$ cat src/rtl/core/ppmd_pkg.sv
`timescale 1ns / 1ps
// ----------------------------------------------------------------------------
// ppmd_pkg
// Shared constants, word types and register codes for the sum-PPM decoder
// with channel-switch demultiplexer.
// ----------------------------------------------------------------------------
package ppmd_pkg;

  // Frame geometry
  localparam int NUM_CHANNELS = 7;
  localparam int FUNC_ENTRIES = 2 * NUM_CHANNELS;
  localparam int CH_IDX_W     = $clog2(NUM_CHANNELS);
  localparam int CNT_W        = $clog2(NUM_CHANNELS + 1);
  localparam int FIDX_W       = $clog2(FUNC_ENTRIES);

  // Fixed field widths
  localparam int ACTION_W = 1;
  localparam int WIDTH_W  = 16;
  localparam int TRIM_W   = 4;
  localparam int SW_W     = 3;
  localparam int LEVEL_W  = 8;
  localparam int CFG_IDX_W  = 3;
  localparam int CFG_DATA_W = 16;

  typedef logic [CH_IDX_W-1:0] chan_idx_t;
  typedef logic [CNT_W-1:0]    chan_cnt_t;
  typedef logic [FIDX_W-1:0]   func_idx_t;
  typedef logic [LEVEL_W-1:0]  level_t;

  localparam chan_cnt_t CH_COUNT    = CNT_W'(NUM_CHANNELS);
  localparam level_t    RESET_LEVEL = 8'd188;
  localparam level_t    LEVEL_MAX   = 8'd255;

  // Word actions
  localparam logic ACT_CAPTURE = 1'b0;
  localparam logic ACT_TICK    = 1'b1;

  // Register indexes
  localparam logic [CFG_IDX_W-1:0] REG_TRIM       = 3'd0;
  localparam logic [CFG_IDX_W-1:0] REG_SYNC_THR   = 3'd1;
  localparam logic [CFG_IDX_W-1:0] REG_SWITCH_CH  = 3'd2;
  localparam logic [CFG_IDX_W-1:0] REG_UPPER_LIM  = 3'd3;
  localparam logic [CFG_IDX_W-1:0] REG_LOWER_LIM  = 3'd4;

  // Register reset values
  localparam logic [TRIM_W-1:0]  TRIM_RST      = 4'd3;
  localparam logic [WIDTH_W-1:0] SYNC_THR_RST  = 16'd275;
  localparam logic [SW_W-1:0]    SWITCH_CH_RST = 3'd4;
  localparam level_t             UPPER_LIM_RST = 8'd245;
  localparam level_t             LOWER_LIM_RST = 8'd130;

  typedef struct packed {
    logic [ACTION_W-1:0] action;
    logic [WIDTH_W-1:0]  pulse_width;
  } in_word_t;

  typedef struct packed {
    logic       sync_seen;
    logic       channel_stored;
    logic [2:0] channel_index;
    logic [7:0] channel_value;
    logic       func_written;
    logic [3:0] func_index;
    logic [7:0] func_value;
  } out_word_t;

  typedef struct packed {
    logic [TRIM_W-1:0]  trim;
    logic [WIDTH_W-1:0] sync_threshold;
    logic [SW_W-1:0]    switch_channel;
    level_t             upper_limit;
    level_t             lower_limit;
  } cfg_t;

  // Channel store write request
  typedef struct packed {
    logic      en;
    chan_idx_t addr;
    level_t    data;
  } store_wr_t;

endpackage

$ cat src/rtl/core/ppm_decoder_channel_switch_demux_unit.sv
`timescale 1ns / 1ps
// ----------------------------------------------------------------------------
// ppm_decoder_channel_switch_demux_unit
// Sum-PPM decoder with channel-switch demultiplexer, top level.
// ----------------------------------------------------------------------------
// Takes one word per clock while in_ready is high: a captured pulse width or a
// demultiplex tick. Each word gives exactly one result word: the accepting
// edge loads the input register, and the decode result is loaded into the
// result register once that register is free. The rate of one word per
// cycle, while the receiver keeps up, is set by the single decode stage,
// whose channel store reads are prefetched so a tick sees a capture made the
// cycle before. The function entries are not kept here: every copy into the
// function store is reported in the result word (func_written, func_index,
// func_value) for the downstream holder. No clearing pass follows reset.
// Write configuration only while no word is in flight.
module ppm_decoder_channel_switch_demux_unit (
  input  logic                              clk,
  input  logic                              rst,
  input  logic                              in_valid,
  output logic                              in_ready,
  input  ppmd_pkg::in_word_t                in_data,
  output logic                              out_valid,
  input  logic                              out_ready,
  output ppmd_pkg::out_word_t               out_data,
  input  logic                              cfg_we,
  input  logic [ppmd_pkg::CFG_IDX_W-1:0]    cfg_index,
  input  logic [ppmd_pkg::CFG_DATA_W-1:0]   cfg_wdata
);
  import ppmd_pkg::*;

  cfg_t      cfg;
  cfg_t      cfg_next;
  logic      s1_valid;
  in_word_t  s1_word;
  logic      advance;
  logic      fire;
  store_wr_t wr;
  chan_cnt_t copy_index_next;
  level_t    switch_level;
  level_t    copy_level;
  out_word_t result;

  // Handshake
  assign advance  = !out_valid || out_ready;
  assign fire     = s1_valid && advance;
  assign in_ready = !s1_valid || advance;

  ppmd_cfg_regs u_cfg (
    .clk       (clk),
    .rst       (rst),
    .cfg_we    (cfg_we),
    .cfg_index (cfg_index),
    .cfg_wdata (cfg_wdata),
    .cfg       (cfg),
    .cfg_next  (cfg_next)
  );

  ppmd_chan_store u_store (
    .clk              (clk),
    .rst              (rst),
    .wr               (wr),
    .switch_addr_next (cfg_next.switch_channel),
    .copy_addr_next   (copy_index_next),
    .switch_level     (switch_level),
    .copy_level       (copy_level)
  );

  ppmd_decode u_decode (
    .clk             (clk),
    .rst             (rst),
    .fire            (fire),
    .word            (s1_word),
    .cfg             (cfg),
    .switch_level    (switch_level),
    .copy_level      (copy_level),
    .wr              (wr),
    .copy_index_next (copy_index_next),
    .result          (result)
  );

  // Input register: load on accept, drop once decoded
  always_ff @(posedge clk) begin
    if (rst) begin
      s1_valid <= 1'b0;
    end else if (in_valid && in_ready) begin
      s1_valid <= 1'b1;
    end else if (fire) begin
      s1_valid <= 1'b0;
    end
  end

  always_ff @(posedge clk) begin
    if (in_valid && in_ready) begin
      s1_word <= in_data;
    end
  end

  // Result register: hold until taken
  always_ff @(posedge clk) begin
    if (rst) begin
      out_valid <= 1'b0;
    end else if (fire) begin
      out_valid <= 1'b1;
    end else if (out_ready) begin
      out_valid <= 1'b0;
    end
  end

  always_ff @(posedge clk) begin
    if (fire) begin
      out_data <= result;
    end
  end

`ifndef SYNTHESIS
  // A decoded word always lands in the result register
  a_fire_result: assert property (@(posedge clk) disable iff (rst)
    fire |=> out_valid)
    else $error("decoded word did not reach result register");

  // A stall at the input only comes from a full pipeline
  a_stall_full: assert property (@(posedge clk) disable iff (rst)
    !in_ready |-> (s1_valid && out_valid && !out_ready))
    else $error("input stalled with room in pipeline");

  // A result reports at most one kind of action
  a_one_action: assert property (@(posedge clk) disable iff (rst)
    out_valid |-> ($countones({out_data.sync_seen, out_data.channel_stored,
                               out_data.func_written}) <= 1))
    else $error("result reports more than one action");

  // Function writes stay inside the function store
  a_func_range: assert property (@(posedge clk) disable iff (rst)
    (out_valid && out_data.func_written) |-> (32'(out_data.func_index) < FUNC_ENTRIES))
    else $error("function index out of range");
`endif

endmodule

$ cat src/rtl/core/ppmd_cfg_regs.sv
`timescale 1ns / 1ps
// ----------------------------------------------------------------------------
// ppmd_cfg_regs
// Configuration registers; also presents the value they take at the next edge.
// ----------------------------------------------------------------------------
module ppmd_cfg_regs (
  input  logic                          clk,
  input  logic                          rst,
  input  logic                          cfg_we,
  input  logic [ppmd_pkg::CFG_IDX_W-1:0]  cfg_index,
  input  logic [ppmd_pkg::CFG_DATA_W-1:0] cfg_wdata,
  output ppmd_pkg::cfg_t                cfg,
  output ppmd_pkg::cfg_t                cfg_next
);
  import ppmd_pkg::*;

  // Decode the write into the next register image
  always_comb begin
    cfg_next = cfg;
    if (cfg_we) begin
      case (cfg_index)
        REG_TRIM:      cfg_next.trim           = cfg_wdata[TRIM_W-1:0];
        REG_SYNC_THR:  cfg_next.sync_threshold = cfg_wdata[WIDTH_W-1:0];
        REG_SWITCH_CH: cfg_next.switch_channel = cfg_wdata[SW_W-1:0];
        REG_UPPER_LIM: cfg_next.upper_limit    = cfg_wdata[LEVEL_W-1:0];
        REG_LOWER_LIM: cfg_next.lower_limit    = cfg_wdata[LEVEL_W-1:0];
        default:       cfg_next = cfg;
      endcase
    end
  end

  // Hold the registers
  always_ff @(posedge clk) begin
    if (rst) begin
      cfg.trim           <= TRIM_RST;
      cfg.sync_threshold <= SYNC_THR_RST;
      cfg.switch_channel <= SWITCH_CH_RST;
      cfg.upper_limit    <= UPPER_LIM_RST;
      cfg.lower_limit    <= LOWER_LIM_RST;
    end else begin
      cfg <= cfg_next;
    end
  end

endmodule

$ cat src/rtl/core/ppmd_chan_store.sv
`timescale 1ns / 1ps
// ----------------------------------------------------------------------------
// ppmd_chan_store
// Channel slot store with two registered read ports. The read addresses are
// the next-cycle switch channel and copy index, and a write in the same cycle
// is forwarded, so the read registers always mirror the current store.
// ----------------------------------------------------------------------------
module ppmd_chan_store (
  input  logic                    clk,
  input  logic                    rst,
  input  ppmd_pkg::store_wr_t     wr,
  input  logic [ppmd_pkg::SW_W-1:0] switch_addr_next,
  input  ppmd_pkg::chan_cnt_t     copy_addr_next,
  output ppmd_pkg::level_t        switch_level,
  output ppmd_pkg::level_t        copy_level
);
  import ppmd_pkg::*;

  level_t    store [NUM_CHANNELS];
  level_t    store_next [NUM_CHANNELS];
  chan_idx_t sw_idx;
  chan_idx_t cp_idx;
  logic      sw_in_range;
  logic      cp_in_range;
  level_t    switch_level_next;
  level_t    copy_level_next;

  // Apply the pending write
  always_comb begin
    for (int i = 0; i < NUM_CHANNELS; i++) begin
      store_next[i] = store[i];
    end
    if (wr.en) begin
      store_next[wr.addr] = wr.data;
    end
  end

  // Look up both read addresses against the updated store
  always_comb begin
    sw_in_range = (32'(switch_addr_next) < NUM_CHANNELS);
    cp_in_range = (copy_addr_next < CH_COUNT);
    sw_idx      = sw_in_range ? CH_IDX_W'(switch_addr_next) : '0;
    cp_idx      = cp_in_range ? CH_IDX_W'(copy_addr_next) : '0;
    switch_level_next = store_next[sw_idx];
    copy_level_next   = store_next[cp_idx];
  end

  always_ff @(posedge clk) begin
    if (rst) begin
      for (int i = 0; i < NUM_CHANNELS; i++) begin
        store[i] <= RESET_LEVEL;
      end
      switch_level <= RESET_LEVEL;
      copy_level   <= RESET_LEVEL;
    end else begin
      for (int i = 0; i < NUM_CHANNELS; i++) begin
        store[i] <= store_next[i];
      end
      switch_level <= switch_level_next;
      copy_level   <= copy_level_next;
    end
  end

endmodule

$ cat src/rtl/core/ppmd_decode.sv
`timescale 1ns / 1ps
// ----------------------------------------------------------------------------
// ppmd_decode
// Per-word decode: sync detection and channel capture for pulse widths,
// switch-selected copy for ticks. Holds the capture and copy indexes.
// ----------------------------------------------------------------------------
module ppmd_decode (
  input  logic                 clk,
  input  logic                 rst,
  input  logic                 fire,
  input  ppmd_pkg::in_word_t   word,
  input  ppmd_pkg::cfg_t       cfg,
  input  ppmd_pkg::level_t     switch_level,
  input  ppmd_pkg::level_t     copy_level,
  output ppmd_pkg::store_wr_t  wr,
  output ppmd_pkg::chan_cnt_t  copy_index_next,
  output ppmd_pkg::out_word_t  result
);
  import ppmd_pkg::*;

  chan_cnt_t             capture_index;
  chan_cnt_t             capture_index_next;
  chan_cnt_t             copy_index;
  logic [WIDTH_W:0]      trimmed;
  level_t                level;
  logic                  sw_ok;
  logic                  low_half;
  logic                  high_half;
  logic [CNT_W:0]        dst;

  // Trim and saturate the width
  always_comb begin
    trimmed = {1'b0, word.pulse_width} + (WIDTH_W + 1)'(cfg.trim);
    level   = (trimmed > (WIDTH_W + 1)'(LEVEL_MAX)) ? LEVEL_MAX : trimmed[LEVEL_W-1:0];
  end

  // Classify the switch channel value
  always_comb begin
    sw_ok     = (32'(cfg.switch_channel) < NUM_CHANNELS);
    low_half  = switch_level > cfg.upper_limit;
    high_half = switch_level < cfg.lower_limit;
    dst       = low_half ? {1'b0, copy_index}
                         : {1'b0, copy_index} + (CNT_W + 1)'(NUM_CHANNELS);
  end

  // Decode one word
  always_comb begin
    result             = '0;
    wr                 = '0;
    capture_index_next = capture_index;
    copy_index_next    = copy_index;
    if (fire) begin
      if (word.action == ACT_CAPTURE) begin
        if (word.pulse_width > cfg.sync_threshold) begin
          capture_index_next = '0;
          result.sync_seen   = 1'b1;
        end else if (capture_index < CH_COUNT) begin
          wr.en                = 1'b1;
          wr.addr              = CH_IDX_W'(capture_index);
          wr.data              = level;
          result.channel_stored = 1'b1;
          result.channel_index  = 3'(capture_index);
          result.channel_value  = level;
          capture_index_next    = capture_index + 1'b1;
        end
      end else if (sw_ok && (low_half || high_half)) begin
        if (copy_index < CH_COUNT) begin
          result.func_written = 1'b1;
          result.func_index   = 4'(dst);
          result.func_value   = copy_level;
          copy_index_next     = copy_index + 1'b1;
        end else begin
          copy_index_next = '0;
        end
      end
    end
  end

  // Advance the indexes
  always_ff @(posedge clk) begin
    if (rst) begin
      capture_index <= '0;
      copy_index    <= '0;
    end else begin
      capture_index <= capture_index_next;
      copy_index    <= copy_index_next;
    end
  end

endmodule

$ cat config.mk
export PLATFORM = sky130hd
export DESIGN_NAME = ppm_decoder_channel_switch_demux_unit
export DESIGN_NICKNAME = d
export VERILOG_FILES = /design/src/rtl/core/ppmd_pkg.sv /design/src/rtl/core/ppm_decoder_channel_switch_demux_unit.sv /design/src/rtl/core/ppmd_cfg_regs.sv /design/src/rtl/core/ppmd_chan_store.sv /design/src/rtl/core/ppmd_decode.sv
export SDC_FILE = /design/constraint.sdc
export NUM_CORES = 1
export LEC_CHECK = 0
export ABC_AREA = 1
export ABC_CLOCK_PERIOD_IN_PS = 8600
export BUFFER_PORTS_ARGS = -buffer_cell sky130_fd_sc_hd__buf_4
export CAP_MARGIN = 20
export CORE_ASPECT_RATIO = 1.2
export CORE_UTILIZATION = 65
export DETAILED_ROUTE_END_ITERATION = 8
export GPL_TIMING_DRIVEN = 0
export PLACE_DENSITY = 0.85
export REMOVE_ABC_BUFFERS = 1
export SYNTH_ARGS = -nofsm -noshare
export SYNTH_HDL_FRONTEND = slang
export SYNTH_SLANG_ARGS = --single-unit
$ cat constraint.sdc
create_clock -name clk -period 8.6 [get_ports clk]
set_input_delay 2.58 -clock clk [delete_from_list [all_inputs] [get_ports clk]]
set_output_delay 2.58 -clock clk [all_outputs]
set_load 0.02 [all_outputs]
**After elaboration in Yosys (flattened, before gate mapping)**

Memories as Yosys holds them, arrays and structs flattened.
Cells that the tools add are included.

- Memories: 1
- RAM bits: 56
- Output and inout port bits: 28
- Register bits: 106

- Reduce and logical (&&, ||, !) cells: 21
- Equal/unequal tests: 4
- $lt $le $gt $ge: 13
- Mux-type cells: 44
- Bitwise operators: 13
- $add $sub $neg: 4

Memory list:

| name | words | bits a word | rd ports | clocked after Yosys merged registers in | wr ports | RTL line | source |
|---|---|---|---|---|---|---|---|
| u_store.store | 7 | 8 | 7 | 0 | 7 | ppmd_chan_store.sv:19 | `level_t store [NUM_CHANNELS];` |

Operators with widths:

| cell | number |
|---|---|
| $mux W8 | 15 |
| $bwmux W56 | 1 |
| $mux W56 | 1 |
| $bmux W8 S3 | 2 |
| $mux W12 | 4 |
| $mux W3 | 9 |
| $demux W8 S3 | 1 |
| $mux W19 | 1 |
| $add A16 B4 Y17 | 1 |
| $gt A17 B8 Y1 const B | 1 |
| $gt A16 B16 Y1 | 1 |
| $lt A3 B3 Y1 const B | 5 |
| $mux W13 | 1 |
| $ge A4 B4 Y1 const B | 3 |
| $not A3 Y4 | 3 |
| $reduce_and A2 Y1 | 5 |
| $gt A8 B8 Y1 | 1 |
| $lt A8 B8 Y1 | 1 |
| $mux W1 | 8 |
| $or A1 B1 Y1 | 7 |
| $add A3 B1 Y3 const B | 2 |
| $eq A3 B2 Y1 const B | 2 |
| $reduce_and A3 Y1 | 2 |
| $reduce_bool A2 Y1 | 3 |
| 11 further kinds | 19 |

**Depth between registers and ports, before layout**

- Depth after elaboration: 17
- Depth in mapped cells: 23
- Mapped depth without buffers: 23

**Cells and area by module**

A second synthesis with hierarchy kept.

- Cell total of the unflattened synthesis: 1,339
- Area, all modules: 9,255.1 sq um

By module, submodules not included:

| module | area each (sq um) | instances | cells each |
|---|---|---|---|
| ppmd_chan_store | 3,948.8 | 1 | 637 |
| ppmd_decode | 2,115.8 | 1 | 360 |
| ppmd_cfg_regs | 1,808.0 | 1 | 287 |
| ppm_decoder_channel_switch_demux_unit | 1,382.6 | 1 | 55 |

**Least setup slack after synthesis**

No wires, ideal clock.

- Kind: input to output
- From: in out_ready
- To: out in_ready
- Data required time: 6.020 ns
- Stages on the path: 2
- Data arrival time: 2.833 ns
- Path slack: 3.187 ns
- Cells stage by stage: inv_1 -> nand3_1

- Longest elaborated chain between the ends: 2

RTL lines:

| what | RTL line | source |
|---|---|---|
| start: declaration | ppm_decoder_channel_switch_demux_unit.sv:23 | `input logic out_ready,` |
| $logic_or A1 B1 Y1 | ppm_decoder_channel_switch_demux_unit.sv:44 | `assign advance = !out_valid \|\| out_ready;` |
| $logic_or A1 B1 Y1 | ppm_decoder_channel_switch_demux_unit.sv:46 | `assign in_ready = !s1_valid \|\| advance;` |
| end: declaration | ppm_decoder_channel_switch_demux_unit.sv:20 | `output logic in_ready,` |

Every way passes these cells.

**Worst setup path in the final report**

Ends and elaborated chain as after synthesis.

==> impl_results.html <==
<table>
<tr><th>Metric</th><th>Value</th></tr>
<tr><th colspan="2">Status</th></tr>
<tr><td>Outcome</td><td>complete, no violations</td></tr>
<tr><th colspan="2">Layout</th></tr>
<tr><td>Final Instance Area</td><td>just under 10000 um2</td></tr>
<tr><td>Register area</td><td>roughly 3700 um2</td></tr>
<tr><td>Final layout net count</td><td>approximately 1300</td></tr>
<tr><td>Share of post-route cells with drive strength above 1</td><td>about an eighth</td></tr>
<tr><td>Signed area change from the synthesized netlist to the final layout</td><td>14.07%</td></tr>
<tr><td>Fill count</td><td>roughly 960</td></tr>
<tr><td>Antenna Diode Count</td><td>0</td></tr>
<tr><td>Combined area of the multi-input logic cells</td><td>4264 um2</td></tr>
<tr><td>Post-layout utilization of the core</td><td>approximately three quarters</td></tr>
<tr><td>Final Instance Count excl. Fillers</td><td>about 1400</td></tr>
<tr><th colspan="2">Clock tree</th></tr>
<tr><td>Root Driver</td><td>clkbuf_16</td></tr>
<tr><td>Clock tree from TritonCTS</td><td>done</td></tr>
<tr><td>Number of H-tree levels</td><td>4</td></tr>
<tr><td>Post-CTS setup buffer count</td><td>0</td></tr>
<tr><td>Post-CTS Hold Fix Bufs</td><td>0</td></tr>
<tr><td>Clock transition at the registers of the reported paths</td><td>~60 ps</td></tr>
<tr><td>Number of sinks handled by clock tree synthesis</td><td>about 160</td></tr>
<tr><td>CTS resizes</td><td>0</td></tr>
<tr><td>Insertion delay of the later-clocked pin in the worst-skew pair</td><td>roughly 430 ps</td></tr>
<tr><td>Maximum buffer depth of the clock tree</td><td>2</td></tr>
<tr><td>Number of buffers added by the clock tree synthesis step</td><td>17</td></tr>
<tr><th colspan="2">STA</th></tr>
<tr><td>Total setup violations reported at the end of the flow</td><td>0</td></tr>
<tr><td>Maximum clock skew at final layout</td><td>just over 7 ps</td></tr>
<tr><td>Peak Freq</td><td>178.2 MHz</td></tr>
<tr><td>Slew @ Worst Pin</td><td>slightly below 900 ps</td></tr>
<tr><td>Min Clock Period, post-route</td><td>roughly 5600 ps</td></tr>
<tr><td>Min Hold Slack</td><td>between 400 and 500 ps</td></tr>
<tr><td>Setup total negative slack</td><td>0 ps</td></tr>
<tr><td>Hold Fails Final Rpt</td><td>0</td></tr>
<tr><td>Worst slew slack as a fraction of its limit</td><td>~41%</td></tr>
<tr><td>Unrepaired setup endpoints after global routing</td><td>false</td></tr>
<tr><td>Post-route clock period utilization</td><td>about 65%</td></tr>
<tr><td>Final Slew Violations</td><td>0</td></tr>
<tr><th colspan="2">Power and ir drop</th></tr>
<tr><td>Combinational cell fraction of total power</td><td>12.3%</td></tr>
<tr><td>Power per cell area</td><td>about 190 nW/um2</td></tr>
<tr><td>Switching part of the total</td><td>25.23%</td></tr>
<tr><td>Register share of total power</td><td>45.1%</td></tr>
<tr><td>Switching power of the nets</td><td>around 460 uW</td></tr>
<tr><td>Static leakage power</td><td>between 4 and 5 nW</td></tr>
<tr><td>Peak ir drop on the vdd network</td><td>around 0.13 mV</td></tr>
<tr><td>Part of the total power dissipated in the clock network</td><td>around 43%</td></tr>
<tr><td>Cell-internal power</td><td>between 1 and 1.5 mW</td></tr>
<tr><th colspan="2">Worst hold path</th></tr>
<tr><td>Critical hold path startpoint</td><td>u_store.store[0][7]$_SDFF_PP1_</td></tr>
<tr><td>Hold Crit Class</td><td>register to register</td></tr>
<tr><th colspan="2">Synth</th></tr>
<tr><td>Most numerous cell types in the synthesized netlist</td><td>nand2_1, nand3_1, inv_1, dfxtp_1, nor2_1</td></tr>
<tr><td>Dominant combinational cell family by area after synthesis</td><td>simple AND/OR/NAND/NOR gates</td></tr>
<tr><td>Mapped Avg Cell Area</td><td>about 7.3 um2</td></tr>
<tr><td>Share of synthesized cell area in and, or, nand and nor gates</td><td>a little over a third</td></tr>
<tr><td>Library cell with the largest summed area after synthesis</td><td>dfxtp_1</td></tr>
<tr><td>Area fraction in compound gates after synthesis</td><td>roughly 8.1%</td></tr>
<tr><td>Primary FF master, synth</td><td>dfxtp_1</td></tr>
<tr><td>Post-synthesis sequential area ratio</td><td>a little over two fifths</td></tr>
<tr><td>Cells after synthesis</td><td>around 1200</td></tr>
<tr><td>Synthesized-area fraction occupied by adder cells</td><td>between 5 and 6%</td></tr>
<tr><td>Fraction of synthesized area in multiplexers</td><td>0%</td></tr>
<tr><td>Post-synthesis cell type count</td><td>between 40 and 50</td></tr>
<tr><td>Share of the synthesized area in the top cell type</td><td>~27%</td></tr>
<tr><td>Cell with the most instances after synthesis</td><td>nand2_1</td></tr>
<tr><td>Leading cell types by total area after synthesis</td><td>dfxtp_1, edfxtp_1, nand2_1, nand3_1, inv_1</td></tr>
<tr><td>Fraction of synthesis flops using an asynchronous set or reset pin</td><td>0%</td></tr>
<tr><td>Post-synth EDFFs</td><td>between 40 and 50</td></tr>
<tr><td>Post-synthesis register bit count</td><td>roughly 160</td></tr>
<tr><td>Xor/xnor share of the synthesized area</td><td>less than 1%</td></tr>
<tr><td>Synth Warn #</td><td>0</td></tr>
<tr><td>Area of the mapped netlist</td><td>~8700 um2</td></tr>
<tr><th colspan="2">Place</th></tr>
<tr><td>Total of buffers placed on input and output ports</td><td>68</td></tr>
<tr><td>Placer's final routability congestion estimate</td><td>slightly above 0.9</td></tr>
<tr><td>Post-Place Cells</td><td>1392</td></tr>
<tr><td>Cell Area, Placed</td><td>9276 um2</td></tr>
<tr><td>HPWL after detailed placement</td><td>about 16000 um</td></tr>
<tr><th colspan="2">Global routing</th></tr>
<tr><td>Pin count of the biggest net entering global routing</td><td>58</td></tr>
<tr><td>Via count of the first global-routing pass</td><td>between 7000 and 8000</td></tr>
<tr><td>GRT Total Usage</td><td>between 30% and 40%</td></tr>
<tr><td>Wire length of the first global-routing pass</td><td>roughly 37000 um</td></tr>
<tr><td>GR Overflow Total</td><td>0</td></tr>
<tr><td>Antenna violations before repair</td><td>0</td></tr>
<tr><th colspan="2">Critical path</th></tr>
<tr><td>Critical path launch point</td><td>out_ready</td></tr>
<tr><td>Reg2Reg Launch Point</td><td>u_cfg.cfg[15]$_SDFFE_PP1P_</td></tr>
<tr><td>Critical path fanouts, max</td><td>3</td></tr>
<tr><td>Slowest Stage Delay on Critical Path</td><td>between 150 and 200 ps</td></tr>
<tr><td>Critical Path Slowest Stage Cell</td><td>buf_4</td></tr>
<tr><td>Family of cells with the greatest summed delay on the critical path</td><td>buffers and inverters</td></tr>
<tr><td>Worst setup path category</td><td>input pin to primary output</td></tr>
<tr><td>Critical path capture point type</td><td>primary output</td></tr>
<tr><td>Worst EP arrival</td><td>3030 ps</td></tr>
<tr><td>Buf+Inv Stages, Crit Path</td><td>3</td></tr>
<tr><td>Data required time at the worst endpoint</td><td>between 6000 and 7000 ps</td></tr>
<tr><td>Critical Path Source Type</td><td>input pin</td></tr>
<tr><td>Most Frequent Cell on Critical Path</td><td>buf_4</td></tr>
<tr><td>Crit-path cells</td><td>buf_4 &gt; inv_1 &gt; nand3_1 &gt; buf_4</td></tr>
<tr><th colspan="2">Detailed routing</th></tr>
<tr><td>Post-detailed-routing wire length</td><td>23100 um</td></tr>
<tr><td>Average wire per cell in the routed design</td><td>between 15 and 20 um</td></tr>
<tr><td>Detailed-routing iteration count for the pre-antenna-repair pass</td><td>6</td></tr>
<tr><td>Routed vias</td><td>roughly 8300</td></tr>
<tr><td>Average vias per placed instance</td><td>a little under 6</td></tr>
<tr><td>Remaining routing DRC violations</td><td>0</td></tr>
<tr><td>Initial DRC count</td><td>about 900</td></tr>
<tr><td>Antenna viol nets, final</td><td>0</td></tr>
<tr><th colspan="2">Floorplan</th></tr>
<tr><td>Die Footprint</td><td>roughly 14000 um2</td></tr>
<tr><td>Placement Rows</td><td>45</td></tr>
<tr><td>Effective utilization at floorplan</td><td>between 60% and 70%</td></tr>
<tr><td>Chip Width</td><td>107.4 um</td></tr>
<tr><td>Floorplan Core Area</td><td>between 10000 and 15000 um2</td></tr>
<tr><td>Y dimension of the die</td><td>approximately 130 um</td></tr>
<tr><td>I/O pin cnt</td><td>69</td></tr>
<tr><th colspan="2">Flow run</th></tr>
<tr><td>Maximum capacitance violations</td><td>0</td></tr>
</table>
==> flip-flops by register name, indices dropped and copies added, names as in the netlist <==
| register | cells |
|---|---|
| out_valid | 1 |
| u_store.store | 56 |
| u_cfg.cfg | 39 |
| s1_word | 17 |
| u_store.switch_level | 8 |
| s1_valid | 1 |
| out_data | 26 |
| u_store.copy_level | 8 |
| u_decode.copy_index | 3 |
| u_decode.capture_index | 3 |
==> power groups by stage <==
| stage | clock, mW | sequential (mW) | combinational (mW) |
|---|---|---|---|
| after floorplan | 0 | 0.847 | 0.133 |
| after global placement | 0 | 0.842 | 0.208 |
| after detailed placement | 0 | 0.842 | 0.217 |
| after CTS | 0.780 | 0.826 | 0.221 |
| after global routing | 0.814 | 0.828 | 0.247 |
| final | 0.779 | 0.826 | 0.225 |
==> stage by stage <==
step,setup slack (ps),power [mW]
2_1_floorplan,3187,0.9798
3_3_place_gp,2716,1.050
3_5_place_dp,2997,1.059
4_1_cts,2995,1.827
5_1_grt,2952,1.889
6_report,2987,1.830
==> final timing paths <==
path	to	slack (ps)	cells after the start
worst max-delay path	in_ready	2990	4
worst min-delay path	u_store.store[0][7]$_SDFF_PP1_	450	2
worst max register to register	u_store.copy_level[4]$_SDFF_PP1_	5000	18
worst min register to register	u_store.store[0][7]$_SDFF_PP1_	450	2
==> routing by layer <==
layer | routed length (um) | GRT usage [%]
met5 | 0 | 0
met4 | 1356 | 23.53
met3 | 1805 | 6.079
met2 | 11030 | 57.95
met1 | 8907 | 39.84
==> tightest hold or removal path, stage by stage, from the launching register on <==
cell and delay, ps:
dfxtp_1 300, nand2_1 60, nand3_1 60
==> layout by cell type (no fill, tap or decap), types with 14 or more instances in the layout <==
cell type,n
nand2_1,343
nand3_1,195
inv_1,137
dfxtp_1,119
nor2_1,75
a21oi_1,68
buf_4,68
edfxtp_1,43
ha_1,38
o21ai_0,25
clkbuf_16,17
nand2_2,14
==> cell type report <==
| type | instances | share of cell area [%] |
|---|---|---|
| multi-input combinational | 846 | 43.15 |
| sequential | 162 | 37.17 |
| timing repair buffer | 72 | 5.850 |
| inverter | 148 | 5.622 |
| clock buffer | 22 | 4.799 |
| tap | 164 | 2.076 |
| clock inverter | 10 | 1.329 |
==> kinds of logic after synthesis <==
kind of cell             after synthesis
AND/OR/NAND/NOR                      673
buffers and inverters                182
XOR/XNOR                               7
flip-flops                           162
adder cells (fa/ha/maj)               39
AO/OA/AOI/OAI                        127
(Power assumes the default switching activity.)
